## src/hw/rtl/sll_pkg.sv

```systemverilog
// Shared constants and codes for the static linked list engine.
// No dependencies; sll_if and the engine import this package.
package sll_pkg;

    localparam int SLL_TOTAL_SLOTS = 16;

    localparam int CMD_W = 2;
    localparam int POS_W = 5;
    localparam int VAL_W = 32;
    localparam int STS_W = 2;
    localparam int LEN_W = 4;

    localparam logic [CMD_W-1:0] CMD_INSERT = 2'd0;
    localparam logic [CMD_W-1:0] CMD_DELETE = 2'd1;
    localparam logic [CMD_W-1:0] CMD_READ   = 2'd2;

    localparam logic [STS_W-1:0] ST_OK     = 2'd0;
    localparam logic [STS_W-1:0] ST_BADPOS = 2'd1;
    localparam logic [STS_W-1:0] ST_FULL   = 2'd2;
    localparam logic [STS_W-1:0] ST_EMPTY  = 2'd3;

endpackage

```

## src/hw/rtl/sll_if.sv

```systemverilog
// Valid/ready channel interfaces for the command and response beats.
// Depends on sll_pkg for the field widths.
interface sll_cmd_if
    import sll_pkg::*;
();
    logic                    valid;
    logic                    ready;
    logic [CMD_W-1:0]        command;
    logic [POS_W-1:0]        position;
    logic signed [VAL_W-1:0] value;

    modport source (output valid, command, position, value, input ready);
    modport sink   (input valid, command, position, value, output ready);
endinterface

interface sll_rsp_if
    import sll_pkg::*;
();
    logic                    valid;
    logic                    ready;
    logic [STS_W-1:0]        status;
    logic signed [VAL_W-1:0] out_value;
    logic [LEN_W-1:0]        length;

    modport source (output valid, status, out_value, length, input ready);
    modport sink   (input valid, status, out_value, length, output ready);
endinterface

```

## src/hw/rtl/sll_ram.sv

```systemverilog
// Generic simple dual-port RAM: one write port, one read port with registered data.
// No dependencies.
module sll_ram #(
    parameter int WIDTH = 32,
    parameter int DEPTH = 16
) (
    input  logic                     i_clk,
    input  logic                     i_we,
    input  logic [$clog2(DEPTH)-1:0] i_waddr,
    input  logic [WIDTH-1:0]         i_wdata,
    input  logic [$clog2(DEPTH)-1:0] i_raddr,
    output logic [WIDTH-1:0]         o_rdata
);
    logic [WIDTH-1:0] r_mem [DEPTH];
    logic [WIDTH-1:0] r_rdata;

    always_ff @(posedge i_clk) begin
        if (i_we) begin
            r_mem[i_waddr] <= i_wdata;
        end
        r_rdata <= r_mem[i_raddr];
    end

    assign o_rdata = r_rdata;
endmodule

```

## src/hw/rtl/static_linked_list_engine.sv

```systemverilog
// Top level of the static linked list engine: sequencer, cursor walk and free-slot scan.
// Depends on sll_pkg, sll_if (sll_cmd_if, sll_rsp_if) and sll_ram.
//
// Channel   Dir  Beat fields                   Accepted when
// i_cmd     in   command, position, value      valid && ready
// o_rsp     out  status, out_value, length     valid && ready
//
// Insert first scans the used bits for the lowest free slot and then walks to the
// position; delete and read only walk; a rejected command goes straight to the response.
// The walk follows one next-slot cursor per cycle through the cursor RAM read port,
// and the free-slot scan reads one used bit per cycle.
// After reset a clearing pass over all TOTAL_SLOTS slots zeroes the used bits; no command
// is taken meanwhile. A held response stalls only the final load, not the command work.
module static_linked_list_engine
    import sll_pkg::*;
#(
    parameter int TOTAL_SLOTS = SLL_TOTAL_SLOTS
) (
    input  logic       i_clk,
    input  logic       i_rst_n,
    sll_cmd_if.sink    i_cmd,
    sll_rsp_if.source  o_rsp
);
    localparam int AW   = $clog2(TOTAL_SLOTS);
    localparam int CW   = $clog2(TOTAL_SLOTS);
    localparam int CMPW = ((CW > POS_W) ? CW : POS_W) + 1;

    localparam logic [AW-1:0] SLOT_HEAD = '0;
    localparam logic [AW-1:0] SLOT_ONE  = AW'(1);
    localparam logic [AW-1:0] SLOT_LAST = AW'(TOTAL_SLOTS - 1);
    localparam logic [CW-1:0] CNT_FULL  = CW'(TOTAL_SLOTS - 1);

    localparam logic [2:0] S_CLEAR = 3'd0;
    localparam logic [2:0] S_IDLE  = 3'd1;
    localparam logic [2:0] S_SCAN  = 3'd2;
    localparam logic [2:0] S_WALK  = 3'd3;
    localparam logic [2:0] S_INS_B = 3'd4;
    localparam logic [2:0] S_TGT   = 3'd5;
    localparam logic [2:0] S_RESP  = 3'd6;

    logic [2:0]       r_state,  n_state;
    logic [CW-1:0]    r_count,  n_count;
    logic [AW-1:0]    r_slot,   n_slot;
    logic [AW-1:0]    r_ptr,    n_ptr;
    logic [AW-1:0]    r_target, n_target;
    logic [POS_W-1:0] r_steps,  n_steps;
    logic [CMD_W-1:0] r_cmd,    n_cmd;
    logic [VAL_W-1:0] r_value,  n_value;
    logic [STS_W-1:0] r_status, n_status;
    logic [VAL_W-1:0] r_result, n_result;

    logic             r_out_valid;
    logic [STS_W-1:0] r_out_status;
    logic [VAL_W-1:0] r_out_value;
    logic [LEN_W-1:0] r_out_len;

    // RAM ports
    logic             w_elem_we, w_next_we, w_used_we;
    logic [AW-1:0]    w_elem_waddr, w_next_waddr, w_used_waddr;
    logic [VAL_W-1:0] w_elem_wdata, w_elem_rdata;
    logic [AW-1:0]    w_next_wdata, w_next_rdata;
    logic [0:0]       w_used_wdata, w_used_rdata;
    logic [AW-1:0]    w_next_raddr, w_used_raddr;

    logic             w_accept;
    logic             w_load;
    logic [CMPW-1:0]  w_pos_x, w_cnt_x;
    logic [CW+LEN_W-1:0] w_cnt_pad;

    assign w_accept  = i_cmd.valid && i_cmd.ready;
    assign w_load    = (r_state == S_RESP) && (!r_out_valid || o_rsp.ready);
    assign w_pos_x   = {{(CMPW-POS_W){1'b0}}, i_cmd.position};
    assign w_cnt_x   = {{(CMPW-CW){1'b0}}, r_count};
    assign w_cnt_pad = {{LEN_W{1'b0}}, r_count};

    // The cursor read port follows the chain: during the walk the address is the
    // cursor now on the read port, otherwise the head.
    assign w_next_raddr = (r_state == S_WALK) ? w_next_rdata : SLOT_HEAD;
    assign w_used_raddr = (r_state == S_SCAN) ? (r_slot + SLOT_ONE) : SLOT_ONE;

    always_comb begin
        n_state  = r_state;
        n_count  = r_count;
        n_slot   = r_slot;
        n_ptr    = r_ptr;
        n_target = r_target;
        n_steps  = r_steps;
        n_cmd    = r_cmd;
        n_value  = r_value;
        n_status = r_status;
        n_result = r_result;

        w_elem_we    = 1'b0;
        w_elem_waddr = r_slot;
        w_elem_wdata = r_value;
        w_next_we    = 1'b0;
        w_next_waddr = r_slot;
        w_next_wdata = w_next_rdata;
        w_used_we    = 1'b0;
        w_used_waddr = r_slot;
        w_used_wdata = 1'b0;

        case (r_state)
            S_CLEAR: begin
                w_used_we    = 1'b1;
                w_used_waddr = r_slot;
                w_used_wdata = 1'b0;
                n_slot       = r_slot + SLOT_ONE;
                if (r_slot == SLOT_LAST) begin
                    n_state = S_IDLE;
                end
            end
            S_IDLE: begin
                if (w_accept) begin
                    n_cmd    = i_cmd.command;
                    n_value  = i_cmd.value;
                    n_result = '0;
                    n_steps  = i_cmd.position - POS_W'(1);
                    n_ptr    = SLOT_HEAD;
                    n_slot   = SLOT_ONE;
                    n_status = ST_BADPOS;
                    n_state  = S_RESP;
                    case (i_cmd.command)
                        CMD_INSERT: begin
                            if (i_cmd.position == '0 || w_pos_x > w_cnt_x + CMPW'(1)) begin
                                n_status = ST_BADPOS;
                            end else if (r_count == CNT_FULL) begin
                                n_status = ST_FULL;
                            end else begin
                                n_state = S_SCAN;
                            end
                        end
                        CMD_DELETE, CMD_READ: begin
                            if (i_cmd.position == '0) begin
                                n_status = ST_BADPOS;
                            end else if (r_count == '0) begin
                                n_status = ST_EMPTY;
                            end else if (w_pos_x > w_cnt_x) begin
                                n_status = ST_BADPOS;
                            end else begin
                                n_state = S_WALK;
                            end
                        end
                        default: begin
                            n_status = ST_BADPOS;
                        end
                    endcase
                end
            end
            S_SCAN: begin
                // The used bit of r_slot is on the read port; the list is not full,
                // so a free slot turns up before the end of the array.
                if (w_used_rdata == 1'b0) begin
                    n_state = S_WALK;
                end else begin
                    n_slot = r_slot + SLOT_ONE;
                end
            end
            S_WALK: begin
                if (r_steps != '0) begin
                    n_ptr   = w_next_rdata;
                    n_steps = r_steps - POS_W'(1);
                end else if (r_cmd == CMD_INSERT) begin
                    // The new slot inherits the cursor of its predecessor.
                    w_elem_we    = 1'b1;
                    w_elem_waddr = r_slot;
                    w_elem_wdata = r_value;
                    w_next_we    = 1'b1;
                    w_next_waddr = r_slot;
                    w_next_wdata = w_next_rdata;
                    w_used_we    = 1'b1;
                    w_used_waddr = r_slot;
                    w_used_wdata = 1'b1;
                    n_state      = S_INS_B;
                end else begin
                    n_target = w_next_rdata;
                    n_state  = S_TGT;
                end
            end
            S_INS_B: begin
                w_next_we    = 1'b1;
                w_next_waddr = r_ptr;
                w_next_wdata = r_slot;
                n_count      = r_count + CW'(1);
                n_status     = ST_OK;
                n_state      = S_RESP;
            end
            S_TGT: begin
                n_result = w_elem_rdata;
                n_status = ST_OK;
                n_state  = S_RESP;
                if (r_cmd == CMD_DELETE) begin
                    w_next_we    = 1'b1;
                    w_next_waddr = r_ptr;
                    w_next_wdata = w_next_rdata;
                    w_used_we    = 1'b1;
                    w_used_waddr = r_target;
                    w_used_wdata = 1'b0;
                    n_count      = r_count - CW'(1);
                end
            end
            S_RESP: begin
                if (w_load) begin
                    n_state = S_IDLE;
                end
            end
            default: begin
                n_state = S_IDLE;
            end
        endcase
    end

    always_ff @(posedge i_clk) begin
        if (!i_rst_n) begin
            r_state     <= S_CLEAR;
            r_count     <= '0;
            r_slot      <= '0;
            r_out_valid <= 1'b0;
        end else begin
            r_state <= n_state;
            r_count <= n_count;
            r_slot  <= n_slot;
            if (w_load) begin
                r_out_valid <= 1'b1;
            end else if (o_rsp.ready) begin
                r_out_valid <= 1'b0;
            end
        end
    end

    always_ff @(posedge i_clk) begin
        r_ptr    <= n_ptr;
        r_target <= n_target;
        r_steps  <= n_steps;
        r_cmd    <= n_cmd;
        r_value  <= n_value;
        r_status <= n_status;
        r_result <= n_result;
        if (w_load) begin
            r_out_status <= r_status;
            r_out_value  <= r_result;
            r_out_len    <= w_cnt_pad[LEN_W-1:0];
        end
    end

    sll_ram #(.WIDTH(VAL_W), .DEPTH(TOTAL_SLOTS)) u_elem_ram (
        .i_clk   (i_clk),
        .i_we    (w_elem_we),
        .i_waddr (w_elem_waddr),
        .i_wdata (w_elem_wdata),
        .i_raddr (w_next_rdata),
        .o_rdata (w_elem_rdata)
    );

    sll_ram #(.WIDTH(AW), .DEPTH(TOTAL_SLOTS)) u_next_ram (
        .i_clk   (i_clk),
        .i_we    (w_next_we),
        .i_waddr (w_next_waddr),
        .i_wdata (w_next_wdata),
        .i_raddr (w_next_raddr),
        .o_rdata (w_next_rdata)
    );

    sll_ram #(.WIDTH(1), .DEPTH(TOTAL_SLOTS)) u_used_ram (
        .i_clk   (i_clk),
        .i_we    (w_used_we),
        .i_waddr (w_used_waddr),
        .i_wdata (w_used_wdata),
        .i_raddr (w_used_raddr),
        .o_rdata (w_used_rdata)
    );

    assign i_cmd.ready     = (r_state == S_IDLE);
    assign o_rsp.valid     = r_out_valid;
    assign o_rsp.status    = r_out_status;
    assign o_rsp.out_value = r_out_value;
    assign o_rsp.length    = r_out_len;

`ifndef SYNTHESIS
    // A command beat is never followed by another in the very next cycle.
    a_one_at_a_time: assert property (@(posedge i_clk) disable iff (!i_rst_n)
        w_accept |=> !i_cmd.ready)
        else $error("command accepted while previous command in progress");

    // Linking a new slot grows the list by exactly one element.
    a_insert_grows: assert property (@(posedge i_clk) disable iff (!i_rst_n)
        (r_state == S_INS_B) |=> (r_count == $past(r_count) + 1'b1))
        else $error("insert did not grow the element count by one");

    // A full status is only reported when every slot above the head is linked.
    a_full_status: assert property (@(posedge i_clk) disable iff (!i_rst_n)
        (w_load && r_status == ST_FULL) |-> (r_count == CNT_FULL))
        else $error("full status with free slots left");

    // After a delete the list holds fewer elements than there are slots above the head.
    a_count_bound: assert property (@(posedge i_clk) disable iff (!i_rst_n)
        (r_state == S_TGT && r_cmd == CMD_DELETE) |=> (r_count < CNT_FULL))
        else $error("element count out of range after delete");
`endif
endmodule
```

## src/flat_wrapper.sv

```systemverilog
// flat-port wrapper written by rule: the top's interface ports become plain ports
module static_linked_list_engine_flat import sll_pkg::*;
#(
    parameter int TOTAL_SLOTS = SLL_TOTAL_SLOTS
)
  (i_clk, i_rst_n, i_cmd_valid, i_cmd_command, i_cmd_position, i_cmd_value, i_cmd_ready, o_rsp_valid, o_rsp_status, o_rsp_out_value, o_rsp_length, o_rsp_ready);
  sll_cmd_if i_cmd_i ();
  sll_rsp_if o_rsp_i ();
  input  logic i_clk;
  input  logic i_rst_n;
  input wire logic [$bits(i_cmd_i.valid)-1:0] i_cmd_valid;
  input wire logic [$bits(i_cmd_i.command)-1:0] i_cmd_command;
  input wire logic [$bits(i_cmd_i.position)-1:0] i_cmd_position;
  input wire logic [$bits(i_cmd_i.value)-1:0] i_cmd_value;
  output wire logic [$bits(i_cmd_i.ready)-1:0] i_cmd_ready;
  output wire logic [$bits(o_rsp_i.valid)-1:0] o_rsp_valid;
  output wire logic [$bits(o_rsp_i.status)-1:0] o_rsp_status;
  output wire logic [$bits(o_rsp_i.out_value)-1:0] o_rsp_out_value;
  output wire logic [$bits(o_rsp_i.length)-1:0] o_rsp_length;
  input wire logic [$bits(o_rsp_i.ready)-1:0] o_rsp_ready;
  assign i_cmd_i.valid = i_cmd_valid;
  assign i_cmd_i.command = i_cmd_command;
  assign i_cmd_i.position = i_cmd_position;
  assign i_cmd_i.value = i_cmd_value;
  assign i_cmd_ready = i_cmd_i.ready;
  assign o_rsp_valid = o_rsp_i.valid;
  assign o_rsp_status = o_rsp_i.status;
  assign o_rsp_out_value = o_rsp_i.out_value;
  assign o_rsp_length = o_rsp_i.length;
  assign o_rsp_i.ready = o_rsp_ready;
  static_linked_list_engine #(.TOTAL_SLOTS(TOTAL_SLOTS)) u_core (.i_clk(i_clk), .i_rst_n(i_rst_n), .i_cmd(i_cmd_i), .o_rsp(o_rsp_i));
endmodule
```

## config.mk

```make
export PLATFORM = sky130hd
export DESIGN_NAME = static_linked_list_engine_flat
export DESIGN_NICKNAME = d
export VERILOG_FILES = /design/src/hw/rtl/sll_pkg.sv /design/src/hw/rtl/sll_if.sv /design/src/hw/rtl/sll_ram.sv /design/src/hw/rtl/static_linked_list_engine.sv /design/src/flat_wrapper.sv
export SDC_FILE = /design/constraint.sdc
export NUM_CORES = 1
export LEC_CHECK = 0
export ABC_AREA = 1
export BUFFER_PORTS_ARGS = -buffer_cell sky130_fd_sc_hd__buf_2
export CAP_MARGIN = 20
export CORE_MARGIN = 8
export CORE_UTILIZATION = 25
export CTS_CLUSTER_DIAMETER = 200
export CTS_CLUSTER_SIZE = 28
export DETAILED_ROUTE_END_ITERATION = 7
export PLACE_DENSITY = 0.51
export SKIP_CTS_REPAIR_TIMING = 1
export SYNTH_ARGS = -nofsm -noshare
export SYNTH_HDL_FRONTEND = slang
export SYNTH_HIERARCHICAL = 1
export SYNTH_SLANG_ARGS = --single-unit
```

## constraint.sdc

```tcl
create_clock -name i_clk -period 3.77 [get_ports i_clk]
set_input_delay 0.754 -clock i_clk [delete_from_list [all_inputs] [get_ports i_clk]]
set_output_delay 0.754 -clock i_clk [all_outputs]
set_load 0.005 [all_outputs]
```

==> summary.md, run 1 <==
| Metric | Value |
|---|---|
| CTS tree | `yes` |
| Cells taking the most area after synthesis | `edfxtp_1 67%, nand2_1 9.8%, nand3_1 7.2%` |
| Final slew viol count | `0` |
| Pint | `0.0123 W` |
| PortBufs | `82` |
| Remaining DRCs | `0` |
| Storage cell area | `22300 sq um` |
| Syn Area/Cell | `10.8 sq um` |
| Comb power frac | `18.6%` |
| Setup crit start kind | `flop` |
| Final hold viol count | `0` |
| Final Util | `27.7%` |
| First-pass iteration count of the detailed router | `5` |
| Antenna violations before repair | `9` |
| Pwr Density | `501 nW/um^2` |
| Worst r2r src | `u_core/r_state[1]` |
| Net Switching | `0.00540 W` |
| Sequential share of power | `57.8%` |
| Multi-input gate area | `6820 sq um` |
| Die span in y | `373 microns` |
| Worst slew margin | `41.9%` |
| Die ar. | `139000 sq um` |
| Total GRT Usage | `10.6%` |
| Setup TNS | `0 ns` |
| Synth unique cells | `40` |
| First-pass GRT wire length | `117000 microns` |
| Die W | `373 microns` |
| Wirelength, routed | `76900 microns` |
| Tcrit/Tclk final | `86.2%` |
| Core Footprint | `127000 sq um` |
| Post-synth top area share | `66.9%` |
| CP cell instances | `inv_2, nor2_2, inv_2, nor2_4, inv_2, nor2_1, inv_1, nor2_1, nand3b_1, nor2_4, buf_12` |
| Slowest CP cell | `nor2_4` |
| Leak | `14.1 nW` |
| Clock power frac | `23.6%` |
| Mapped Cells | `2945` |
| Fin crit period | `3.25 ns` |
| Worst-case clock buffer depth | `3` |
| Critical Path Start | `u_core/r_state[1]` |
| Ys Warns | `6` |
| Via count | `19408` |
| CTS Buf Count | `31` |
| Via density | `4.15` |
| Initial Util | `25.1%` |
| Sequential share of the synthesized area | `69.9%` |
| Fill count | `13142` |
| H-tree depth | `1` |
| Clock sink count | `760` |
| Seq cells post-synth | `760` |
| GRT overflow | `0` |
| Routed WL per cell | `16.4 microns` |
| CP Class | `flop to flop` |
| Final nets | `3055` |
| Vias in the first global route | `18509` |
| Worst Path Required | `4.10 ns` |
| Worst-skew pair later-pin latency | `0.66 ns` |
| Crit-path most repeated cell | `inv_2` |
| Max-cap violations | `0` |
| Worst-path clk slew | `0.12 ns` |
| # rows | `131` |
| Peak fanout along the critical path | `21` |
| Worst VDD drop | `0.425 mV` |
| Slew @ Worst Pin | `0.869 ns` |
| DRT antenna net count | `0` |
| Final setup viols | `0` |
| Final weighted congestion in routability-driven placement | `0.753` |
| Share of cells above drive strength 1 | `7.68%` |
| Switching share of power | `30.6%` |
| Post-synth net total | `3006` |
| Root Driver | `clkbuf_16` |
| Post-synth top area cell | `edfxtp_1` |
| Maximum number of pins on one net before global-route repair | `134` |
| RSZ-0062 raised after global routing | `false` |
| Area Overhead vs Synth | `10.3%` |
| DP HPWL | `47100 microns` |
| Min-Delay Path Class | `primary input to flop` |
| Min-Delay Startpoint | `i_cmd_value[19]` |
| Peak per-stage delay on the critical path | `0.51 ns` |
| I/O Pins | `83` |
| Max Fclk | `308 MHz` |
| Crit. End Element | `flop` |
| Clock skew | `0.0347 ns` |
| Worst Path Arrival | `3.58 ns` |
| Initial DRC count | `1422` |
| Post-Syn Area | `31900 sq um` |
| Status | `finished clean` |
==> routing by layer <==
layer / global-route usage, % / vias to the layer above / wire (microns)
li1: - / 9587 / -
met4: 2.13 / 2 / 1480
met2: 17.4 / 355 / 35200
met3: 1.41 / 75 / 3240
met1: 15.0 / 9389 / 36900
met5: 0 / - / 13
==> cells by family after synthesis <==
| family | Yosys count | synth area share (%) |
|---|---|---|
| xor gates and xnor gates | 8 | 0.219 |
| and+or+nand+nor | 1443 | 19.1 |
| buffers and inverters | 668 | 9.15 |
| DFF | 760 | 69.9 |
| muxes | 1 | 0.0314 |
| adders and majority gates | 18 | 0.729 |
| AOI/OAI and AO/OA | 47 | 0.819 |
==> power by group through the flow <==
stage	registers, W	clock network, W	logic [W]
finish	0.0102	0.00416	0.00328
global route	0.0103	0.00460	0.00368
CTS	0.0102	0.00434	0.00333
detailed placement	0.0104	0	0.00332
global placement	0.0104	0	0.00331
floorplan	0.0101	0	0.00237
==> placed cells by master, fill, tap and decap left out, types with 17 or more instances in the layout <==
master	n
buf_2	82
buf_4	45
clkbuf_1	25
clkbuf_16	31
dfxtp_1	45
edfxtp_1	711
ha_1	17
inv_1	526
nand2_1	835
nand3_1	461
nor2_1	99
nor2_4	22
==> worst max-delay path, delay by kind of cell, from the launching register on <==
family                 cells  cell delay, ns
AND/OR/NAND/NOR            6            1.86
flip-flops                 1            0.42
buffers and inverters      5            0.60
==> final cells by class <==
cell class | count | area share, %
Clock buffer | 56 | 2.47
Multi-Input combinational cell | 1517 | 19.4
Timing Repair Buffer | 138 | 2.75
Antenna cell | 1 | 0.00711
Clock inverter | 2 | 0.110
Tap cell | 1662 | 5.91
Inverter | 546 | 5.90
Sequential cell | 760 | 63.5
==> stage by stage <==
stage,hold WS [ns],instances,area [sq um],total power [W],setup WS [ns]
5_1_grt,0.206,4682,35200,0.0185,0.280
4_1_cts,0.198,4681,35200,0.0179,0.549
2_1_floorplan,0.400,2945,31900,0.0125,0.0659
3_3_place_gp,0.402,4623,34300,0.0137,0.606
6_report,0.255,4682,35200,0.0176,0.520
3_5_place_dp,0.405,4623,34300,0.0137,0.620
==> worst paths after layout <==
check	slack, ns	end	depth (start not counted)
setup / recovery	0.52	u_core/u_elem_ram/r_mem[5][25]	11
hold / removal	0.25	u_core/r_value[19]	1
setup reg to reg	0.52	u_core/u_elem_ram/r_mem[5][25]	11
hold reg to reg	0.43	u_core/o_rsp.out_value[11]	0
==> flip-flops by register name (all words and copies together), names as in the netlist, 5 cells and up <==
name / count
u_core/r_result: 32
u_core/u_used_ram/r_mem: 16
u_core/u_elem_ram/o_rdata: 32
u_core/u_elem_ram/r_mem: 512
u_core/r_value: 32
u_core/o_rsp.out_value: 32
u_core/u_next_ram/r_mem: 64
u_core/r_steps: 5
==> cell usage after synthesis <==
library cell,instances
nand2_1,835
edfxtp_1,711
inv_1,528
nand3_1,461
nor2_1,118
dfxtp_1,49
buf_2,46
buf_6,34
a21oi_1,17
ha_1,17
o21ai_0,16
buf_1,14
buf_4,14
inv_2,13
clkbuf_1,12
nand3b_1,9
nand2_2,7
o21ai_1,6
nor2_4,4
xnor2_1,4
xor2_1,4
nor3_1,3
a2bb2oi_1,2
a31o_2,2
inv_6,2
nand3_2,2
nor2_2,2
a211oi_1,1
a21o_1,1
buf_12,1
buf_8,1
clkinv_2,1
fa_1,1
inv_4,1
inv_8,1
mux2i_1,1
nand4_1,1
nor4_1,1
o211ai_1,1
o21ai_2,1
No activity file was read; power rests on OpenSTA's default activity.
==> inputs of run 2 (changes only) <==
--- a/config.mk
+++ b/config.mk
@@ -13,7 +13,7 @@
 export CTS_CLUSTER_DIAMETER = 200
 export CTS_CLUSTER_SIZE = 28
 export DETAILED_ROUTE_END_ITERATION = 7
-export PLACE_DENSITY = 0.51
+export PLACE_DENSITY = 0.5
 export SKIP_CTS_REPAIR_TIMING = 1
 export SYNTH_ARGS = -nofsm -noshare
 export SYNTH_HDL_FRONTEND = slang
==> constraint.sdc (replaced) <==
create_clock -name i_clk -period 4.1 [get_ports i_clk]
set_input_delay 0.82 -clock i_clk [delete_from_list [all_inputs] [get_ports i_clk]]
set_output_delay 0.82 -clock i_clk [all_outputs]
set_load 0.005 [all_outputs]
==> run 2 against run 1 <==
Against the previous run:
- clock skew hardly changed
- clock-buffer cell count stayed put
- sequential share of layout area is 0.12 points higher
- clock power is 7.5% lower
- die area stayed put
- fmax is 0.56% lower
- first-iteration DRC count is 3.5% higher
- worst hold slack better by 0.069 ns
- utilization is 0.050 points lower
- register-to-register slack better by 0.31 ns
- non-clock buffer count is 10 lower
- largest power group unchanged
- highest routed layer unchanged
==> summary.md, run 2 (synthesis results as in run 1) <==
| Metric | Value |
|---|---|
| GRT overflow | `0` |
| Final setup viols | `0` |
| Largest registers | `u_core/u_elem_ram/r_mem x512, u_core/u_next_ram/r_mem x64` |
| Final hold slack | `0.324 ns` |
| Die ar. | `139000 sq um` |
| Routed WL per cell | `16.6 microns` |
| Most common cell after layout, fill and taps aside | `nand2_1` |
| Initial DRC count | `1472` |
| CP cell instances | `inv_2, nor2_2, inv_2, nor2_4, inv_2, nor2_1, inv_1, nor2_1, nand3_1, nor2_4, buf_12` |
| Crit. End Element | `flop` |
| Final slew viol count | `0` |
| Remaining DRCs | `0` |
| Max Fclk | `306 MHz` |
| Peak per-stage delay on the critical path | `0.53 ns` |
| R2r endpoint | `u_core/u_elem_ram/r_mem[13][12]` |
| Slew @ Worst Pin | `1.03 ns` |
| Final weighted congestion in routability-driven placement | `0.778` |
| PortBufs | `82` |
| # rows | `131` |
| Root Driver | `clkbuf_16` |
| I/O Pins | `83` |
| Min-Delay Startpoint | `i_cmd_value[20]` |
| Final Util | `27.6%` |
| CTS Buf Count | `31` |
| Worst hold endpoint | `u_core/r_value[20]` |
| Most frequent cells in the layout | `835 x nand2_1, 711 x edfxtp_1, 526 x inv_1` |
| Vias in the first global route | `18597` |
| Max-cap violations | `0` |
| DRT antenna net count | `0` |
| Pwr Density | `464 nW/um^2` |
| Core Footprint | `127000 sq um` |
| Status | `finished clean` |
| Final nets | `3045` |
| Reg2reg setup slack | `0.83 ns` |
| First-pass GRT wire length | `118000 microns` |
| Reg with most FFs | `u_core/u_elem_ram/r_mem` |
| Worst VDD drop | `0.365 mV` |
| Clock skew | `0.0344 ns` |
| Worst-path clk slew | `0.12 ns` |
| Worst-skew pair later-pin latency | `0.66 ns` |
| First-pass iteration count of the detailed router | `5` |
| Die span in y | `373 microns` |
| Worst-case clock buffer depth | `3` |
| Worst r2r src | `u_core/r_state[1]` |
| Share of cells above drive strength 1 | `7.41%` |
| Worst Path Arrival | `3.63 ns` |
| Area Overhead vs Synth | `10.1%` |
| Maximum number of pins on one net before global-route repair | `177` |
| H-tree depth | `1` |
| Tcrit/Tclk final | `79.7%` |
| Wirelength, routed | `77700 microns` |
| Worst slew margin | `31.4%` |
| Antenna violations before repair | `7` |
| Via density | `4.16` |
| Die W | `373 microns` |
| Worst Path Required | `4.46 ns` |
| Min-Delay Path Class | `primary input to flop` |
| Initial Util | `25.1%` |
| CP Class | `flop to flop` |
| Leak | `14.1 nW` |
| Total GRT Usage | `10.7%` |
| Largest register FFs | `512` |
| Crit-path most repeated cell | `inv_2` |
| Via count | `19438` |
| Final hold viol count | `0` |
| Slowest CP cell | `nor2_4` |
| Worst Hold Path Cells | `1` |
| Setup TNS | `0 ns` |
| Setup crit start kind | `flop` |
| Worst R2R Path Depth | `11` |
| CTS tree | `yes` |
| Fin crit period | `3.27 ns` |
| RSZ-0062 raised after global routing | `false` |
| DP HPWL | `46900 microns` |
| Peak fanout along the critical path | `21` |
| Clock sink count | `760` |
## run 2: cell count changes in the layout (fill, tap and decap cells not counted), sizes merged
cell and delta:
buf -10, clkinv -1, inv +1
## run 2: cell type report
class | count | area, sq um
inverters | 546 | 2080
flip-flops and latches | 760 | 22300
clock inverters | 2 | 50.0
repair buffers | 128 | 893
fillers | 13317 | 92100
clock buffers | 56 | 870
diodes | 1 | 2.50
well taps | 1662 | 2080
multi-input cells | 1517 | 6820
## run 2: through the flow
stage	area [sq um]	std cells	power (W)	worst slack, ns
3_5_place_dp	34200	4613	0.0127	0.852
4_1_cts	35100	4671	0.0165	0.852
3_3_place_gp	34200	4612	0.0126	0.920
6_report	35100	4672	0.0163	0.831
5_1_grt	35100	4672	0.0171	0.684
2_1_floorplan	31900	2945	0.0115	0.396
## run 2: routing by layer
layer	vias to the layer above	part of all wire, %	track usage [%]
met5	-	0.032	0
met4	4	1.7	1.98
met3	69	4.0	1.24
met2	358	46	17.6
met1	9443	48	15.4
li1	9564	-	-
## run 2: worst max path at each step
stage	start	endpoint	slack [ns]	depth (start not counted)
2_1_floorplan	u_core/r_state[1]	u_core/u_elem_ram/r_mem[12][0]	0.40	11
3_3_place_gp	u_core/r_state[1]	u_core/u_elem_ram/r_mem[14][17]	0.92	11
3_5_place_dp	u_core/r_state[1]	u_core/u_elem_ram/r_mem[14][22]	0.85	11
4_1_cts	u_core/r_state[1]	u_core/u_elem_ram/r_mem[14][7]	0.85	11
5_1_grt	u_core/r_state[1]	u_core/u_elem_ram/r_mem[14][8]	0.68	11
6_report	u_core/r_state[1]	u_core/u_elem_ram/r_mem[13][12]	0.83	11
## run 2: critical path: cells and delay by family, from the launching register on
kind / cells / cell delay (ns)
buffers and inverters: 5 / 0.64
and+or+nand+nor: 6 / 1.88
DFF: 1 / 0.43
## run 2: power by group
part	internal (W)	switching, W
clock	0.00148	0.00237
sequential	0.00897	0.000403
combinational	0.000823	0.00225
==> inputs of run 3 (changes only) <==
==> constraint.sdc (replaced) <==
create_clock -name i_clk -period 3.3 [get_ports i_clk]
set_input_delay 0.66 -clock i_clk [delete_from_list [all_inputs] [get_ports i_clk]]
set_output_delay 0.66 -clock i_clk [all_outputs]
set_load 0.005 [all_outputs]
==> run 3 against run 2 <==
Against the previous run:
- critical path depth increased by 2
- global-route usage increased by 0.51 points
- sequential power increased by 25%
- final cell count increased by 0.45%
- critical path type unchanged
- utilization increased by 0.16 points
- sequential cell count unchanged
- non-clock buffer count increased by 21
==> summary.md, run 3 (synthesis results as in run 1) <==
| Metric | Value |
|---|---|
| Status | `finished clean` |
| PortBufs | `82` |
| Core Footprint | `127000 sq um` |
| Maximum number of pins on one net before global-route repair | `89` |
| Worst-case clock buffer depth | `3` |
| DRT antenna net count | `0` |
| Worst-skew pair later-pin latency | `0.66 ns` |
| Storage cell area | `22300 sq um` |
| Root Driver | `clkbuf_16` |
| Worst-path clk slew | `0.12 ns` |
| Final slew viol count | `0` |
| Total Power | `0.0203 W` |
| Leak | `14.2 nW` |
| Final hold viol count | `0` |
| Initial Util | `25.1%` |
| Tcrit/Tclk final | `77.9%` |
| Area Overhead vs Synth | `10.7%` |
| GRT overflow | `0` |
| Slowest CP cell | `dfxtp_1` |
| Worst Path Required | `3.62 ns` |
| Setup crit start kind | `flop` |
| Worst VDD drop | `0.365 mV` |
| First-pass GRT wire length | `121000 microns` |
| Most frequent cells in the layout | `835 x nand2_1, 711 x edfxtp_1, 526 x inv_1` |
| Final worst setup slack | `0.729 ns` |
| RSZ-0062 raised after global routing | `false` |
| Global routing usage on met3 | `2.12%` |
| Crit. End Element | `flop` |
| CP top delay family | `buffers and inverters` |
| Largest registers | `u_core/u_elem_ram/r_mem x512, u_core/u_next_ram/r_mem x64` |
| Via density | `4.20` |
| Dpl cells | `4634` |
| Die ar. | `139000 sq um` |
| CTS Buf Count | `31` |
| # rows | `131` |
| Slew @ Worst Pin | `0.943 ns` |
| Remaining DRCs | `0` |
| Peak fanout along the critical path | `15` |
| Pwr Density | `575 nW/um^2` |
| Reg2reg setup slack | `0.73 ns` |
| Fill count | `13268` |
| Antenna violations before repair | `8` |
| Peak per-stage delay on the critical path | `0.44 ns` |
| Final nets | `3066` |
| Fin crit period | `2.57 ns` |
| Worst Path Arrival | `2.89 ns` |
| Met1 Use GR | `16.0%` |
| Final setup viols | `0` |
| Clock skew | `0.0348 ns` |
| Final hold slack | `0.159 ns` |
| Final weighted congestion in routability-driven placement | `0.811` |
| Die span in y | `373 microns` |
| I/O Pins | `83` |
| Initial DRC count | `1478` |
| Worst slack, placed | `0.777 ns` |
| Via count | `19729` |
| First-pass iteration count of the detailed router | `5` |
| CP cell instances | `inv_2, nor2_2, inv_2, nor2_4, inv_2, nor2_1, inv_1, nor2_1, buf_4, nand2_1, buf_4, nor2_4, buf_4` |
| DP HPWL | `52000 microns` |
| Vias in the first global route | `18934` |
| Largest register FFs | `512` |
| Total GRT Usage | `11.2%` |
| Routed WL per cell | `17.3 microns` |
| Met2 Usage GRT | `17.7%` |
| Wirelength, routed | `81200 microns` |
| Fin cells | `4693` |
| Most Crowded Layer GR | `met2` |
| Die W | `373 microns` |
| CTS tree | `yes` |
| Min-Delay Path Class | `primary input to flop` |
| CP Class | `flop to flop` |
| Share of cells above drive strength 1 | `8.03%` |
| Clock sink count | `760` |
| Most common cell after layout, fill and taps aside | `nand2_1` |
| WP buf/inv | `7` |
| Max Fclk | `389 MHz` |
| Setup TNS | `0 ns` |
| H-tree depth | `1` |
| Multi-input gate area | `6820 sq um` |
| Reg with most FFs | `u_core/u_elem_ram/r_mem` |
| Max-cap violations | `0` |
| Worst slew margin | `37.2%` |
==> run 3: path summary, 6_finish.rpt <==
kind,startpoint,endpoint,cells past startpoint
max,u_core/r_state[1],u_core/u_elem_ram/r_mem[3][30],13
min,i_cmd_value[14],u_core/r_value[14],1
max reg2reg,u_core/r_state[1],u_core/u_elem_ram/r_mem[3][30],13
min reg2reg,u_core/r_result[15],u_core/o_rsp.out_value[15],0
==> run 3: routing by layer <==
layer  routed length, microns  part of all wire, %
met5                       53                0.065
met4                     1530                  1.9
met3                     5010                  6.2
met2                    36400                   45
met1                    38300                   47
==> run 3: through the flow <==
stage	utilization (%)	area, sq um
after floorplan	-	31900
final	27.8	35300
after detailed placement	27.1	34400
after global routing	27.8	35300
after CTS	27.8	35300
after global placement	27.1	34400
==> run 3: cell type report <==
| type | instances | area share (%) |
|---|---|---|
| clock buffers | 55 | 2.45 |
| flip-flops and latches | 760 | 63.2 |
| clock inverters | 1 | 0.0850 |
| inverters | 546 | 5.87 |
| well taps | 1662 | 5.88 |
| multi-input cells | 1517 | 19.3 |
| repair buffers | 149 | 3.15 |
| diodes | 3 | 0.0212 |
==> run 3: power by group <==
| group | switching [W] | internal (W) | total, W |
|---|---|---|---|
| logic | 0.00285 | 0.00106 | 0.00391 |
| clock network | 0.00292 | 0.00181 | 0.00474 |
| registers | 0.000531 | 0.0111 | 0.0117 |
| total | 0.00630 | 0.0140 | 0.0203 |
